## src/rtl/assert_macros.svh

```systemverilog
// Assertion helpers shared by the RTL files.
`ifndef ASSERT_MACROS_SVH
`define ASSERT_MACROS_SVH

// Check on every clock edge outside reset.
`define ASSERT_CLK(label, prop, msg) \
  label: assert property (@(posedge clk) disable iff (rst) prop) else $error(msg);

// Check on every clock edge, reset included.
`define ASSERT_ALWAYS(label, prop, msg) \
  label: assert property (@(posedge clk) prop) else $error(msg);

`endif

```

## src/rtl/mexp_pkg.sv

```systemverilog
package mexp_pkg;

  localparam int DATA_W        = 32;
  localparam int WIDTH_DEFAULT = 32;

  typedef enum logic [0:0] {
    REG_MODULUS,
    REG_EXPONENT
  } cfg_reg_t;

  typedef enum logic [2:0] {
    S_IDLE,
    S_REDUCE,
    S_MUL,
    S_SQR,
    S_DONE
  } mexp_state_t;

  typedef struct packed {
    logic start;
  } mm_ctl_t;

  typedef struct packed {
    logic busy;
    logic done;
  } mm_stat_t;

endpackage

```

## src/rtl/mexp_if.sv

```systemverilog
interface mexp_msg_if import mexp_pkg::*; ();
  logic              valid;
  logic              ready;
  logic [DATA_W-1:0] message;

  modport source (output valid, output message, input ready);
  modport sink   (input valid, input message, output ready);
endinterface

interface mexp_res_if import mexp_pkg::*; ();
  logic              valid;
  logic              ready;
  logic [DATA_W-1:0] cipher;

  modport source (output valid, output cipher, input ready);
  modport sink   (input valid, input cipher, output ready);
endinterface

interface mexp_cfg_if import mexp_pkg::*; ();
  logic              valid;
  logic              ready;
  cfg_reg_t          index;
  logic [DATA_W-1:0] data;

  modport source (output valid, output index, output data, input ready);
  modport sink   (input valid, input index, input data, output ready);
endinterface

```

## src/rtl/mexp_mulmod.sv

```systemverilog
`include "assert_macros.svh"

module mexp_mulmod import mexp_pkg::*; #(
  parameter int WIDTH = WIDTH_DEFAULT
) (
  input  logic             clk,
  input  logic             rst,
  input  mm_ctl_t          ctl,
  input  logic [WIDTH-1:0] a,
  input  logic [WIDTH-1:0] b,
  input  logic [WIDTH:0]   m,
  output mm_stat_t         stat,
  output logic [WIDTH-1:0] product
);

  localparam int CNT_W = $clog2(WIDTH);
  localparam logic [CNT_W-1:0] LAST = CNT_W'(WIDTH - 1);

  logic [WIDTH-1:0] a_q;
  logic [WIDTH-1:0] bsh;
  logic [WIDTH-1:0] r;
  logic [CNT_W-1:0] cnt;
  logic             active;
  logic             done;

  logic [WIDTH+1:0] t;
  logic [WIDTH+2:0] s1;
  logic [WIDTH+2:0] s2;
  logic [WIDTH-1:0] r_next;

  // one MSB-first step: r = (2r + b_i*a) mod m, with t below 3m
  always_comb begin
    t  = {1'b0, r, 1'b0} + {2'b00, (bsh[WIDTH-1] ? a_q : '0)};
    s1 = {1'b0, t} - {2'b00, m};
    s2 = {1'b0, t} - {1'b0, m, 1'b0};
    priority if (!s2[WIDTH+2]) begin
      r_next = s2[WIDTH-1:0];
    end else if (!s1[WIDTH+2]) begin
      r_next = s1[WIDTH-1:0];
    end else begin
      r_next = t[WIDTH-1:0];
    end
  end

  always_ff @(posedge clk) begin
    if (rst) begin
      active <= 1'b0;
      done   <= 1'b0;
    end else begin
      done <= active && (cnt == '0);
      if (ctl.start) begin
        active <= 1'b1;
      end else if (active && (cnt == '0)) begin
        active <= 1'b0;
      end
    end
  end

  always_ff @(posedge clk) begin
    if (ctl.start) begin
      a_q <= a;
      bsh <= b;
      r   <= '0;
      cnt <= LAST;
    end else if (active) begin
      r   <= r_next;
      bsh <= bsh << 1;
      cnt <= cnt - 1'b1;
    end
  end

  assign stat.busy = active;
  assign stat.done = done;
  assign product   = r;

  `ASSERT_CLK(a_start_idle, ctl.start |-> !active, "mulmod started while busy")
  `ASSERT_CLK(a_done_after, done |-> $past(active), "mulmod done without a run")
  `ASSERT_CLK(a_run_ends, (active && !ctl.start) |=> (active || done), "mulmod run lost")

endmodule

```

## src/rtl/modular_exponentiation.sv

```systemverilog
// Channel  Modport  Payload            Beat
// msg      sink     message[31:0]      valid && ready
// res      source   cipher[31:0]       valid && ready
// cfg      sink     index, data[31:0]  valid && ready (ready tied high)
//
// One shared mod-multiplier, one multiplier bit per cycle.
// Products per beat: one reduction, WIDTH squarings and popcount(exponent) multiplies.
// Synchronous reset: modulus 1, exponent 0, channels empty.
// msg ready only while idle; a result waiting in the output register does not block
// the next message until that one finishes too.
`include "assert_macros.svh"

module modular_exponentiation import mexp_pkg::*; #(
  parameter int WIDTH = WIDTH_DEFAULT
) (
  input logic clk,
  input logic rst,
  mexp_msg_if.sink   msg,
  mexp_res_if.source res,
  mexp_cfg_if.sink   cfg
);

  localparam int BIT_W = $clog2(WIDTH);
  localparam logic [BIT_W-1:0] LAST_BIT = BIT_W'(WIDTH - 1);

  mexp_state_t      state;
  mexp_state_t      state_next;
  logic             go;
  logic             go_next;

  logic [WIDTH-1:0] modulus;
  logic [WIDTH-1:0] exponent;
  logic [WIDTH:0]   m_eff;

  logic [WIDTH-1:0] msg_q;
  logic [WIDTH-1:0] sq;
  logic [WIDTH-1:0] acc;
  logic [WIDTH-1:0] e_sh;
  logic [BIT_W-1:0] bitcnt;

  logic             out_valid;
  logic [WIDTH-1:0] out_data;
  logic             load_out;

  mm_ctl_t          ctl;
  mm_stat_t         stat;
  logic [WIDTH-1:0] op_a;
  logic [WIDTH-1:0] op_b;
  logic [WIDTH-1:0] product;

  // zero modulus stands for 2^WIDTH
  assign m_eff = (modulus == '0) ? {1'b1, {WIDTH{1'b0}}} : {1'b0, modulus};

  assign cfg.ready = 1'b1;

  always_ff @(posedge clk) begin
    if (rst) begin
      modulus  <= WIDTH'(1);
      exponent <= '0;
    end else if (cfg.valid) begin
      unique case (cfg.index)
        REG_MODULUS:  modulus  <= cfg.data[WIDTH-1:0];
        REG_EXPONENT: exponent <= cfg.data[WIDTH-1:0];
      endcase
    end
  end

  mexp_mulmod #(.WIDTH(WIDTH)) u_mulmod (
    .clk     (clk),
    .rst     (rst),
    .ctl     (ctl),
    .a       (op_a),
    .b       (op_b),
    .m       (m_eff),
    .stat    (stat),
    .product (product)
  );

  always_comb begin
    state_next = state;
    unique case (state)
      S_IDLE: begin
        if (msg.valid) state_next = S_REDUCE;
      end
      S_REDUCE: begin
        if (stat.done) state_next = exponent[0] ? S_MUL : S_SQR;
      end
      S_MUL: begin
        if (stat.done) state_next = S_SQR;
      end
      S_SQR: begin
        if (stat.done) begin
          if (bitcnt == LAST_BIT) begin
            state_next = S_DONE;
          end else begin
            state_next = e_sh[1] ? S_MUL : S_SQR;
          end
        end
      end
      S_DONE: begin
        if (!out_valid || res.ready) state_next = S_IDLE;
      end
      default: state_next = S_IDLE;
    endcase
  end

  always_comb begin
    msg.ready = (state == S_IDLE);
    ctl.start = go;
    load_out  = (state == S_DONE) && (!out_valid || res.ready);
    go_next   = ((state_next == S_REDUCE) || (state_next == S_MUL) ||
                 (state_next == S_SQR)) && ((state == S_IDLE) || stat.done);
    unique case (state)
      S_REDUCE: begin
        op_a = WIDTH'(1);
        op_b = msg_q;
      end
      S_MUL: begin
        op_a = sq;
        op_b = acc;
      end
      S_SQR: begin
        op_a = sq;
        op_b = sq;
      end
      default: begin
        op_a = '0;
        op_b = '0;
      end
    endcase
  end

  always_ff @(posedge clk) begin
    if (rst) begin
      state     <= S_IDLE;
      go        <= 1'b0;
      out_valid <= 1'b0;
    end else begin
      state <= state_next;
      go    <= go_next;
      if (load_out) begin
        out_valid <= 1'b1;
      end else if (res.ready) begin
        out_valid <= 1'b0;
      end
    end
  end

  always_ff @(posedge clk) begin
    if (msg.valid && msg.ready) begin
      msg_q <= msg.message[WIDTH-1:0];
    end
    if (stat.done) begin
      unique case (state)
        S_REDUCE: begin
          sq     <= product;
          acc    <= WIDTH'(1);
          e_sh   <= exponent;
          bitcnt <= '0;
        end
        S_MUL: begin
          acc <= product;
        end
        S_SQR: begin
          sq     <= product;
          e_sh   <= e_sh >> 1;
          bitcnt <= bitcnt + 1'b1;
        end
        default: begin
        end
      endcase
    end
    if (load_out) begin
      out_data <= acc;
    end
  end

  assign res.valid  = out_valid;
  assign res.cipher = DATA_W'(out_data);

  `ASSERT_CLK(a_go_idle_unit, go |-> !stat.busy, "multiply issued while unit busy")
  `ASSERT_CLK(a_done_in_op, stat.done |-> ((state == S_REDUCE) || (state == S_MUL) ||
    (state == S_SQR)), "product finished outside an operation")
  `ASSERT_CLK(a_accept_starts, (msg.valid && msg.ready) |=> (go && (state == S_REDUCE)),
    "accepted beat did not start reduction")

endmodule
```

## src/flat_wrapper.sv

```systemverilog
// flat-port wrapper written by rule: the top's interface ports become plain ports
module modular_exponentiation_flat import mexp_pkg::*;
#(
  parameter int WIDTH = WIDTH_DEFAULT
)
  (clk, rst, msg_valid, msg_message, msg_ready, res_valid, res_cipher, res_ready, cfg_valid, cfg_index, cfg_data, cfg_ready);
  mexp_msg_if msg_i ();
  mexp_res_if res_i ();
  mexp_cfg_if cfg_i ();
  input logic clk;
  input logic rst;
  input wire logic [$bits(msg_i.valid)-1:0] msg_valid;
  input wire logic [$bits(msg_i.message)-1:0] msg_message;
  output wire logic [$bits(msg_i.ready)-1:0] msg_ready;
  output wire logic [$bits(res_i.valid)-1:0] res_valid;
  output wire logic [$bits(res_i.cipher)-1:0] res_cipher;
  input wire logic [$bits(res_i.ready)-1:0] res_ready;
  input wire logic [$bits(cfg_i.valid)-1:0] cfg_valid;
  input wire logic [$bits(cfg_i.index)-1:0] cfg_index;
  input wire logic [$bits(cfg_i.data)-1:0] cfg_data;
  output wire logic [$bits(cfg_i.ready)-1:0] cfg_ready;
  assign msg_i.valid = msg_valid;
  assign msg_i.message = msg_message;
  assign msg_ready = msg_i.ready;
  assign res_valid = res_i.valid;
  assign res_cipher = res_i.cipher;
  assign res_i.ready = res_ready;
  assign cfg_i.valid = cfg_valid;
  assign cfg_i.index = cfg_index;
  assign cfg_i.data = cfg_data;
  assign cfg_ready = cfg_i.ready;
  modular_exponentiation #(.WIDTH(WIDTH)) u_core (.clk(clk), .rst(rst), .msg(msg_i), .res(res_i), .cfg(cfg_i));
endmodule
```

## config.mk

```make
export PLATFORM = sky130hd
export DESIGN_NAME = modular_exponentiation_flat
export DESIGN_NICKNAME = d
export VERILOG_FILES = /design/src/rtl/mexp_pkg.sv /design/src/rtl/mexp_if.sv /design/src/rtl/mexp_mulmod.sv /design/src/rtl/modular_exponentiation.sv /design/src/flat_wrapper.sv
export VERILOG_INCLUDE_DIRS = /design/src /design/src/rtl
export SDC_FILE = /design/constraint.sdc
export NUM_CORES = 1
export LEC_CHECK = 0
export ABC_AREA = 0
export BUFFER_PORTS_ARGS = -buffer_cell sky130_fd_sc_hd__buf_2
export CAP_MARGIN = 20
export CORE_MARGIN = 2
export CORE_UTILIZATION = 60
export CTS_BUF_LIST = sky130_fd_sc_hd__clkbuf_8
export CTS_CLUSTER_DIAMETER = 80
export CTS_CLUSTER_SIZE = 30
export DETAILED_ROUTE_END_ITERATION = 10
export PLACE_DENSITY = 0.84
export SLEW_MARGIN = 20
export SYNTH_ARGS = -nofsm -noshare
export SYNTH_HDL_FRONTEND = slang
export SYNTH_HIERARCHICAL = 1
export SYNTH_SLANG_ARGS = --single-unit
```

## constraint.sdc

```tcl
create_clock -name clk -period 9 [get_ports clk]
set_input_delay 1.35 -clock clk [delete_from_list [all_inputs] [get_ports clk]]
set_output_delay 1.35 -clock clk [all_outputs]
set_load 0.02 [all_outputs]
```

Yosys cells after proc, flatten, opt, wreduce, memory -nomap -nowiden. Cells that the tools add are included.

Add/subtract/negate cells: 5. Eq/ne operators: 8. Multiplexer cells: 24. Bitwise logic cells: 1. Reductions and logical operators: 24.

Operators with widths (count): $pmux 32 s2 (3); $mux 32 (5); $pmux 32 s3 (1); $sub 34x33->35 (1); $sub 34x34->35 (1); $add 33x32->34 (1); $mux 33 (1); $logic_not 32->1 (1); $mux 3 (6); $pmux 3 s5 (1); $eq 3x2->1 const B (4); $pmux 5 s2 (1); $reduce_and 2->1 (5); $reduce_bool 2->1 (5); $eq 3x1->1 const B (2); $mux 1 (6); $add 5x1->5 const B (1); $eq 5x5->1 const B (1); $logic_not 5->1 (1); $sub 5x1->5 const B (1); $logic_and 1x1->1 (4); $logic_or 1x1->1 (4); $reduce_or 2->1 (2); $eq 3x3->1 const B (1); 3 further kinds (3).

Bits in registers: 337. Word-level logic and storage cells: 79.

Logic depth before layout (Yosys ltp). Gate-level depths: netlist (run 1).

Word-level depth: 8. Depth in mapped cells: 27. Mapped depth without buffers: 23.

Hierarchy. The synthesis (run 1) kept the hierarchy.

By module, submodules not included: mexp_mulmod (times used 1, cells an instance 1082, area an instance 9507.9 um^2); modular_exponentiation (times used 1, cells an instance 754, area an instance 9452.8 um^2).

Least setup slack after synthesis (run 1). No wires, ideal clock.

Kind: register to register. Start: register u_core.u_mulmod.bsh[31]. End: register u_core.u_mulmod.r[20] (netlist: u_core/u_mulmod/product[20]). Library setup time: 133 ps. Data arrival time: 4640 ps. Data required time: 8867 ps. Slack: 4226 ps. Cell stages (with the launch flop): 25. Cells stage by stage: edfxtp_1 clkbuf_1 and2_1 ha_1 a211o_1 a21oi_2 nand4b_1 a21o_1 o211a_1 o31a_1 or4_1 nand3_1 ha_1 clkbuf_2 a21oi_1 o21bai_1 a21o_1 nand2_1 a21o_1 a31o_2 nand3_4 buf_8 mux2_1 a21oi_1 nor3_1.

Cells in the longest elaborated chain, start to end: 5. Elaborated cells between the ends (all ways): 6. Classes of those cells: add/sub (3); mux (3).

RTL lines: start: declaration (RTL line mexp_mulmod.sv:20) `logic [WIDTH-1:0] bsh;`; start signal: assignment (RTL line mexp_mulmod.sv:67) `bsh <= bsh << 1;`; $mux 32 * (RTL line mexp_mulmod.sv:33) `t = {1'b0, r, 1'b0} + {2'b00, (bsh[WIDTH-1] ? a_q : '0)};`; $add 33x32->34 * (RTL line mexp_mulmod.sv:33); $sub 34x33->35 (RTL line mexp_mulmod.sv:34) `s1 = {1'b0, t} - {2'b00, m};`; $mux 32 (RTL line mexp_mulmod.sv:38) `end else if (!s1[WIDTH+2]) begin`; $mux 32 * (RTL line mexp_mulmod.sv:36) `priority if (!s2[WIDTH+2]) begin`; end signal: assignment (RTL line mexp_mulmod.sv:66) `r <= r_next;`; end: declaration (RTL line mexp_mulmod.sv:21) `logic [WIDTH-1:0] r;`.

Every way passes the cells marked *; elsewhere a longest branch is shown, timed or not. A chain may end at the register's enable or synchronous reset.

Worst setup path after layout (run 1).
Start: register u_core.u_mulmod.bsh[31]. End: register u_core.u_mulmod.r[25] (netlist: u_core/u_mulmod/product[25]).

The elaborated chain is that of the path after synthesis.

==> results of run 1 <==
worst max-delay path: cells and delay by family (launching register included):
family	cells	cell delay, ps
AO/OA/AOI/OAI	9	2120
AND/OR/NAND/NOR	8	1650
adder cells (fa/ha/maj)	3	1010
flip-flops	1	900
XOR/XNOR	1	360
buffers and inverters	1	70
routing by layer:
| metal | share of wire | track usage | vias up | wire length [um] |
|---|---|---|---|---|
| met1 | 0.47 | 0.383 | 6643 | 20100 |
| met5 | 0 | 0 | - | 0 |
| met2 | 0.44 | 0.398 | 628 | 18900 |
| li1 | - | - | 6665 | - |
| met4 | 0.019 | 0.0563 | 0 | 831 |
| met3 | 0.072 | 0.0309 | 56 | 3080 |
through the flow:
| stage | hold WS (ps) | area [sq um] | util | total power (uW) |
|---|---|---|---|---|
| after CTS | 469 | 19900 | 0.635 | 6200 |
| after detailed placement | 443 | 19500 | 0.623 | 5490 |
| after global routing | 470 | 19900 | 0.635 | 6710 |
| final | 466 | 19900 | 0.635 | 6290 |
| after floorplan | 427 | 19000 | - | 4750 |
| after global placement | 439 | 19500 | 0.623 | 5420 |
worst min-delay path by stage:
stage                             start               endpoint  slack [ps]  cells past startpoint
floorplan                 u_core/acc[0]   u_core/res.cipher[0]         430                      0
global placement     u_core/exponent[4]     u_core/exponent[4]         440                      2
detailed placement       u_core/acc[16]  u_core/res.cipher[16]         440                      0
CTS                  u_core/exponent[3]     u_core/exponent[3]         470                      2
global route             u_core/acc[17]  u_core/res.cipher[17]         470                      0
finish              u_core/exponent[30]    u_core/exponent[30]         470                      2
state kept, by name, indices dropped and copies added, names as in the netlist, 32 cells and up:
| signal | flops |
|---|---|
| u_core/u_mulmod/a_q | 32 |
| u_core/modulus | 32 |
| u_core/u_mulmod/bsh | 32 |
| u_core/sq | 32 |
| u_core/acc | 32 |
| u_core/u_mulmod/product | 32 |
| u_core/msg_q | 32 |
| u_core/exponent | 32 |
| u_core/res.cipher | 32 |
cell type report:
class / count / area [sq um] / area share
Multi-Input combinational cell: 1320 / 9130 / 0.459
Sequential cell: 336 / 9010 / 0.453
Timing Repair Buffer: 117 / 621 / 0.0312
Tap cell: 402 / 503 / 0.0253
Clock buffer: 18 / 248 / 0.0125
Inverter: 63 / 236 / 0.0119
Clock inverter: 12 / 125 / 0.00629
power breakdown:
part           internal [uW]  switching [uW]  leakage [uW]
Combinational           1510            2180       0.00453
Sequential              1780             121       0.00298
Clock                    211             491      0.000201
Total                   3510            2790       0.00771
==> qor.txt, run 1 <==
outcome = completed
crit path kind = flip-flop to flip-flop
Starting Density = 0.605
vias post-DR = 14000
postcts setup bufs = 0
RePlAce Congestion = 0.934
dpl hpwl = 31500 um
clk_lat worst skew = 610 ps
cell count after synthesis = 1835
# port buffers = 103
Syn Area/Cell = 10.3 sq um
wire per inst = 18.9 um
num rows = 65
Post-CTS Hold Buffers = 0
first-pass GRT wire length = 68800 um
CTS Buf Count = 17
most frequent cells in the layout = edfxtp_1 (228), nand2_1 (190), a21oi_1 (175), dfxtp_1 (105), buf_2 (103)
cell count after placement = 2238
Final WS setup = 2750 ps
Clock Root Buffer = clkbuf_8
commonest non-fill, non-tap cell in the layout = edfxtp_1
worst-case reg-to-reg path depth = 22
Fillers = 2475
PD cells = 317 nW/um^2
Die Wd = 182 um
leakage = 0.00771 uW
Ys Warns = 6
GR Overflow Total = 0
Worst EP arrival = 6730 ps
CP most frequent cell = o211ai_1
CTS sink count = 336
Max stage delay on crit path = 900 ps
Netlist Area Pre-Place = 19000 sq um
setup TNS = 0 ps
fmax = 0.160 GHz
total of max-cap violations = 0
Final Cycle Share = 0.694
H-tree levels = 1
Max clock buf depth = 3
final setup skew = 65.3 ps
Core Region = 31300 sq um
crit end category = flip-flop
Req. time, crit path = 9490 ps
IO Pins = 105
DRC violations left = 0
worst r2r dst = u_core/u_mulmod/product[25]
Resized cells post-CTS = 0
die area = 33000 sq um
share of layout cells above drive strength 1 = 0.152
violation count after the first detailed-route iteration = 1496
WL final = 42900 um
die height = 182 um
Critical Path Start = u_core/u_mulmod/bsh[31]
Routed Antenna Nets = 0
Worst-Margin Slew = 986 ps
vias in the first global route = 13100
unrepaired setup endpoints after global routing = no
Reg clk slew, reported paths = 160 ps
final setup fails = 0
nets = 2028
initial antenna violation count = 0
r2r setup slk = 2750 ps
final hold violation count = 0
Cell Chain, Critical Path = and2_1 -> ha_1 -> inv_1 -> fa_1 -> nor2b_1 -> o2111ai_1 -> nand3b_1 -> a21oi_1 -> nor2_1 -> nor2_1 -> xnor2_1 -> ha_1 -> and3_1 -> o211ai_1 -> o21ai_1 -> o21ai_2 -> o211ai_1 -> a41o_1 -> a31oi_4 -> and2_1 -> o211ai_1 -> nor3b_1
CTS tree = built
worst r2r src = u_core/u_mulmod/bsh[31]
Slew Limit Fails = 0
Crit-path slowest cell = edfxtp_1
syn nets = 2008
Overall Global Routing Usage = 0.255
headroom to the max-slew limit = 0.342
1st-pass router iterations = 6
pre-CTS setup slack = 2960 ps
CP max FO = 35
area delta synth->final = 4.90%
crit path time final = 6250 ps
Via density = 6.17
crit path launch type = flip-flop
ANT cells = 0
crit path to = u_core/u_mulmod/product[25]
Max IR drop VDD = 0.230 mV
largest net degree at the start of global routing = 72
Worst Hold Class = flip-flop to flip-flop
Final Non-Filler Cells = 2268
Note: power is estimated with default switching activity, not from simulation.
==> inputs of run 2 (changes only) <==
==> constraint.sdc (replaced) <==
create_clock -name clk -period 6.5 [get_ports clk]
set_input_delay 0.975 -clock clk [delete_from_list [all_inputs] [get_ports clk]]
set_output_delay 0.975 -clock clk [all_outputs]
set_load 0.02 [all_outputs]
==> run 2 against run 1 <==
Net effect:
- maximum frequency rose by 5.4%
- core utilization fell by 0.14 points
- cell count is essentially flat
- largest cell class unchanged
- power grew 37%
- critical path depth is 1 lower
- clock power up 30%
- count of clock-buffer cells in the layout shrank 1
==> qor.txt, run 2 (synthesized netlist as in run 1, its figures left out) <==
outcome = completed
Via density = 6.05
H-tree levels = 1
CTS tree = built
met1 GRT Util = 0.385
CTS Buf Count = 16
PD cells = 435 nW/um^2
Routed Antenna Nets = 0
Max IR drop VDD = 0.218 mV
Clock Root Buffer = clkbuf_8
1st-pass router iterations = 6
first-pass GRT wire length = 67800 um
Crit-path slowest cell = edfxtp_1
vias post-DR = 13700
GR Overflow Total = 0
RePlAce Congestion = 0.939
Resized cells post-CTS = 0
total of max-cap violations = 0
most frequent cells in the layout = edfxtp_1 (228), nand2_1 (190), a21oi_1 (175), dfxtp_1 (105), buf_2 (103)
share of layout cells above drive strength 1 = 0.152
die area = 33000 sq um
Max clock buf depth = 3
crit path launch type = flip-flop
headroom to the max-slew limit = 0.431
Fillers = 2474
fmax = 0.169 GHz
Cell Chain, Critical Path = and2_1 -> ha_1 -> inv_1 -> fa_1 -> nor2b_1 -> o2111ai_1 -> nand4b_1 -> a21o_1 -> o21ai_0 -> xnor2_1 -> ha_1 -> a211oi_1 -> o21ai_0 -> o22a_1 -> a31oi_1 -> a211o_1 -> a31o_2 -> nand3_4 -> mux2_1 -> a21oi_1 -> nor3_1
clk_lat worst skew = 580 ps
largest net degree at the start of global routing = 72
IO Pins = 105
gr busiest metal = met2
Max stage delay on crit path = 690 ps
Final WS setup = 571 ps
Req. time, crit path = 6970 ps
Worst EP arrival = 6400 ps
Core Region = 31300 sq um
final setup skew = 20.2 ps
DRC violations left = 0
dpl hpwl = 30900 um
final setup fails = 0
final hold violation count = 0
nets = 2028
wire per inst = 18.6 um
Final Cycle Share = 0.912
WHS Path Cells = 2
leakage = 0.00769 uW
WL final = 42100 um
die height = 182 um
r2r setup slk = 570 ps
vias in the first global route = 12900
worst r2r src = u_core/u_mulmod/bsh[31]
Worst-Margin Slew = 854 ps
CP max FO = 36
violation count after the first detailed-route iteration = 1362
Overall Global Routing Usage = 0.251
Starting Density = 0.605
commonest non-fill, non-tap cell in the layout = edfxtp_1
crit path time final = 5930 ps
num rows = 65
worst r2r dst = u_core/u_mulmod/product[21]
Post-CTS Hold Buffers = 0
Post-DP Area = 19500 sq um
HP Start = u_core/exponent[19]
crit end category = flip-flop
unrepaired setup endpoints after global routing = no
initial antenna violation count = 0
CTS sink count = 336
fin area = 19800 sq um
GR Layer Usage met2 = 0.391
pre-CTS setup slack = 613 ps
Worst Hold Class = flip-flop to flip-flop
Die Wd = 182 um
# port buffers = 103
Reg clk slew, reported paths = 150 ps
setup TNS = 0 ps
worst-case reg-to-reg path depth = 21
area delta synth->final = 4.66%
crit path kind = flip-flop to flip-flop
GRT met3 Usage = 0.0235
Hold Path End = u_core/exponent[19]
Slew Limit Fails = 0
ANT cells = 0
[run 2: cell count changes in the layout (fill, tap and decap cells not counted), sizes merged]
cell	previous run	this run
clkinv	3	5
inv	71	68
clkinvlp	1	0
[run 2: area by class of cell]
type                       count  area [sq um]  share of cell area
multi-input combinational   1320          9130               0.460
clock inverter                10          80.1             0.00404
clock buffer                  17           234              0.0118
tap                          402           503              0.0254
inverter                      63           236              0.0119
timing repair buffer         118           634              0.0320
sequential                   336          9010               0.454
[run 2: critical path, delay by kind of cell (launching register included)]
kind / cells / cell delay (ps)
AO/OA/AOI/OAI: 10 / 2160
AND/OR/NAND/NOR: 5 / 1040
adder cells (fa/ha/maj): 3 / 990
flip-flops: 1 / 690
multiplexers: 1 / 470
XOR/XNOR: 1 / 390
buffers and inverters: 1 / 70
[run 2: how the worst max path moves through the flow]
stage | start | end | slack [ps] | depth (start not counted)
after floorplan | u_core/u_mulmod/bsh[31] | u_core/u_mulmod/product[20] | 1730 | 24
after global placement | u_core/u_mulmod/bsh[31] | u_core/u_mulmod/product[21] | 930 | 21
after detailed placement | u_core/u_mulmod/bsh[31] | u_core/u_mulmod/product[21] | 610 | 21
after CTS | u_core/u_mulmod/bsh[31] | u_core/u_mulmod/product[21] | 570 | 21
after global routing | u_core/u_mulmod/bsh[31] | u_core/u_mulmod/product[21] | 240 | 21
final | u_core/u_mulmod/bsh[31] | u_core/u_mulmod/product[21] | 570 | 21
[run 2: timing repair]
action                                 in CTS  in global routing
buffers inserted                            0                  1
setup endpoints to repair                   0                  1
endpoints found under the hold margin       0                  0
[run 2: metrics by stage]
stage / hold WS, ps / util / total power, uW / std cells
2_1_floorplan: 427 / - / 6580 / 1835
3_3_place_gp: 436 / 0.623 / 7530 / 2238
3_5_place_dp: 442 / 0.623 / 7610 / 2238
4_1_cts: 465 / 0.633 / 8530 / 2265
5_1_grt: 485 / 0.634 / 9220 / 2266
6_report: 467 / 0.634 / 8630 / 2266
[run 2: routing by layer]
layer,vias up,wire length (um)
li1,6653,-
met1,6533,20100
met2,481,18600
met3,50,2630
met4,0,840
met5,-,0
[run 2: power by group]
part / internal [uW] / switching (uW)
registers: 2470 / 166
logic: 2100 / 2990
clock network: 265 / 644
==> inputs of run 3 (changes only) <==
--- a/config.mk
+++ b/config.mk
@@ -6,7 +6,7 @@
 export SDC_FILE = /design/constraint.sdc
 export NUM_CORES = 1
 export LEC_CHECK = 0
-export ABC_AREA = 0
+export ABC_AREA = 1
 export BUFFER_PORTS_ARGS = -buffer_cell sky130_fd_sc_hd__buf_2
 export CAP_MARGIN = 20
 export CORE_MARGIN = 2
@@ -15,7 +15,7 @@
 export CTS_CLUSTER_DIAMETER = 80
 export CTS_CLUSTER_SIZE = 30
 export DETAILED_ROUTE_END_ITERATION = 10
-export PLACE_DENSITY = 0.84
+export PLACE_DENSITY = 0.83
 export SLEW_MARGIN = 20
 export SYNTH_ARGS = -nofsm -noshare
 export SYNTH_HDL_FRONTEND = slang
==> run 3 against run 2 <==
Net effect:
- cell count is 44% higher
- synthesized cell count rose by 51%
- count of clock-buffer cells in the layout unchanged
- core utilization is 0.95 points higher
- hold slack improved by 5.5 ps
- clock power grew 9.3%
- power increased by 22%
- largest power group unchanged
==> qor.txt, run 3 <==
outcome = completed
vias post-DR = 17900
cell count after synthesis = 2774
die area = 35700 sq um
syn nets = 2947
Reg power frac = 0.255
nets = 2976
# port buffers = 103
Resized cells post-CTS = 0
area delta synth->final = 5.24%
Slew Limit Fails = 0
commonest non-fill, non-tap cell in the layout = nand2_1
WL final = 57300 um
Worst-Margin Slew = 1060 ps
vias in the first global route = 17100
share of layout cells above drive strength 1 = 0.0804
fmax = 0.194 GHz
largest net degree at the start of global routing = 65
Ys Warns = 6
most frequent cells in the layout = nand2_1 (866), inv_1 (401), nor2_1 (345), edfxtp_1 (228), a21oi_1 (127)
Switching Fraction = 0.535
crit path launch type = flip-flop
Logic pwr share = 0.650
Netlist Area Pre-Place = 20500 sq um
Reg clk slew, reported paths = 160 ps
IO Pins = 105
postcts setup bufs = 0
GR Overflow Total = 0
CP max FO = 33
Worst Hold Class = flip-flop to flip-flop
first-pass GRT wire length = 90400 um
pre-CTS setup slack = 1460 ps
DRC violations left = 0
CP top delay family = simple AND/OR/NAND/NOR gates
Worst EP arrival = 5660 ps
Max stage delay on crit path = 780 ps
Routed Antenna Nets = 0
Overall Global Routing Usage = 0.320
Via density = 5.51
CTS sink count = 336
Max clock buf depth = 3
headroom to the max-slew limit = 0.289
Die Wd = 189 um
total of max-cap violations = 0
Post-DP Area = 21300 sq um
Req. time, crit path = 7010 ps
initial antenna violation count = 1
wire per inst = 17.6 um
Psw = 5630 uW
Syn Area/Cell = 7.40 sq um
violation count after the first detailed-route iteration = 1771
crit path kind = flip-flop to flip-flop
Core Region = 33600 sq um
Critical Path Start = u_core/u_mulmod/bsh[31]
HP Start = u_core/acc[0]
clk_lat worst skew = 630 ps
Clock Root Buffer = clkbuf_8
Clk network pwr share = 0.095
die height = 189 um
RePlAce Congestion = 1.02
CTS tree = built
CP most frequent cell = nand2_1
crit path time final = 5160 ps
CTS Buf Count = 17
unrepaired setup endpoints after global routing = no
setup TNS = 0 ps
1st-pass router iterations = 5
fin area = 21600 sq um
leakage = 0.0105 uW
dpl hpwl = 44800 um
final setup fails = 0
num rows = 67
Int Power = 4900 uW
worst r2r src = u_core/u_mulmod/bsh[31]
Final WS setup = 1340 ps
ANT cells = 0
Final Cycle Share = 0.793
Starting Density = 0.611
Buf+Inv Stages, Crit Path = 6
Max IR drop VDD = 0.319 mV
final hold violation count = 0
H-tree levels = 1
PD cells = 487 nW/um^2
final setup skew = 57.0 ps
crit end category = flip-flop
Post-CTS Hold Buffers = 0
Crit-path slowest cell = edfxtp_1
## run 3: final timing paths
kind	to	slack, ps	cells after the start
worst max-delay path	u_core/u_mulmod/product[6]	1340	26
worst min-delay path	u_core/res.cipher[0]	470	0
worst min register to register	u_core/res.cipher[0]	470	0
worst max register to register	u_core/u_mulmod/product[6]	1340	26
## run 3: power groups by stage
stage          clock network, uW  registers, uW  logic [uW]
5_1_grt                     1080           2710        7580
2_1_floorplan                  0           2630        4920
6_report                     995           2690        6840
3_3_place_gp                   0           2720        6570
3_5_place_dp                   0           2730        6610
4_1_cts                     1010           2680        6650
## run 3: worst reg2reg max path, cell delays in order, from the launching register on
cell	delay, ps
edfxtp_1	780
nand2_1	100
inv_1	80
ha_1	160
inv_1	60
fa_1	410
inv_1	70
nand3_1	80
nand2_2	110
nand2_1	80
nand2_2	110
nand2_2	70
nand2_2	120
xor2_1	330
inv_1	150
ha_1	380
nand2_1	100
nand2_1	100
a21oi_2	170
a21boi_2	270
nand2_1	80
nand2_1	80
nand3_2	70
buf_4	250
inv_2	480
o211ai_1	200
a21oi_1	180
## run 3: layer usage
layer  global-route usage  vias up  wire length [um]
met5                    0        -                10
met4               0.0953        2              1780
met3               0.0341      104              4060
met2                0.538      699             26500
met1                0.438     8316             24900
li1                     -     8821                 -
## run 3: final cells by class
class | count | area, sq um
multi-input combinational | 1907 | 9470
clock inverter | 10 | 130
timing repair buffer | 118 | 628
inverter | 423 | 1590
fill | 2971 | 12000
tap | 448 | 561
clock buffer | 17 | 234
sequential | 336 | 9010
## run 3: through the flow
| stage | utilization | power [uW] | hold slack, ps | std cells |
|---|---|---|---|---|
| finish | 0.643 | 10500 | 472 | 3259 |
| global route | 0.643 | 11400 | 491 | 3259 |
| CTS | 0.643 | 10300 | 472 | 3259 |
| detailed placement | 0.632 | 9340 | 438 | 3232 |
| global placement | 0.632 | 9280 | 429 | 3232 |
| floorplan | - | 7550 | 426 | 2774 |
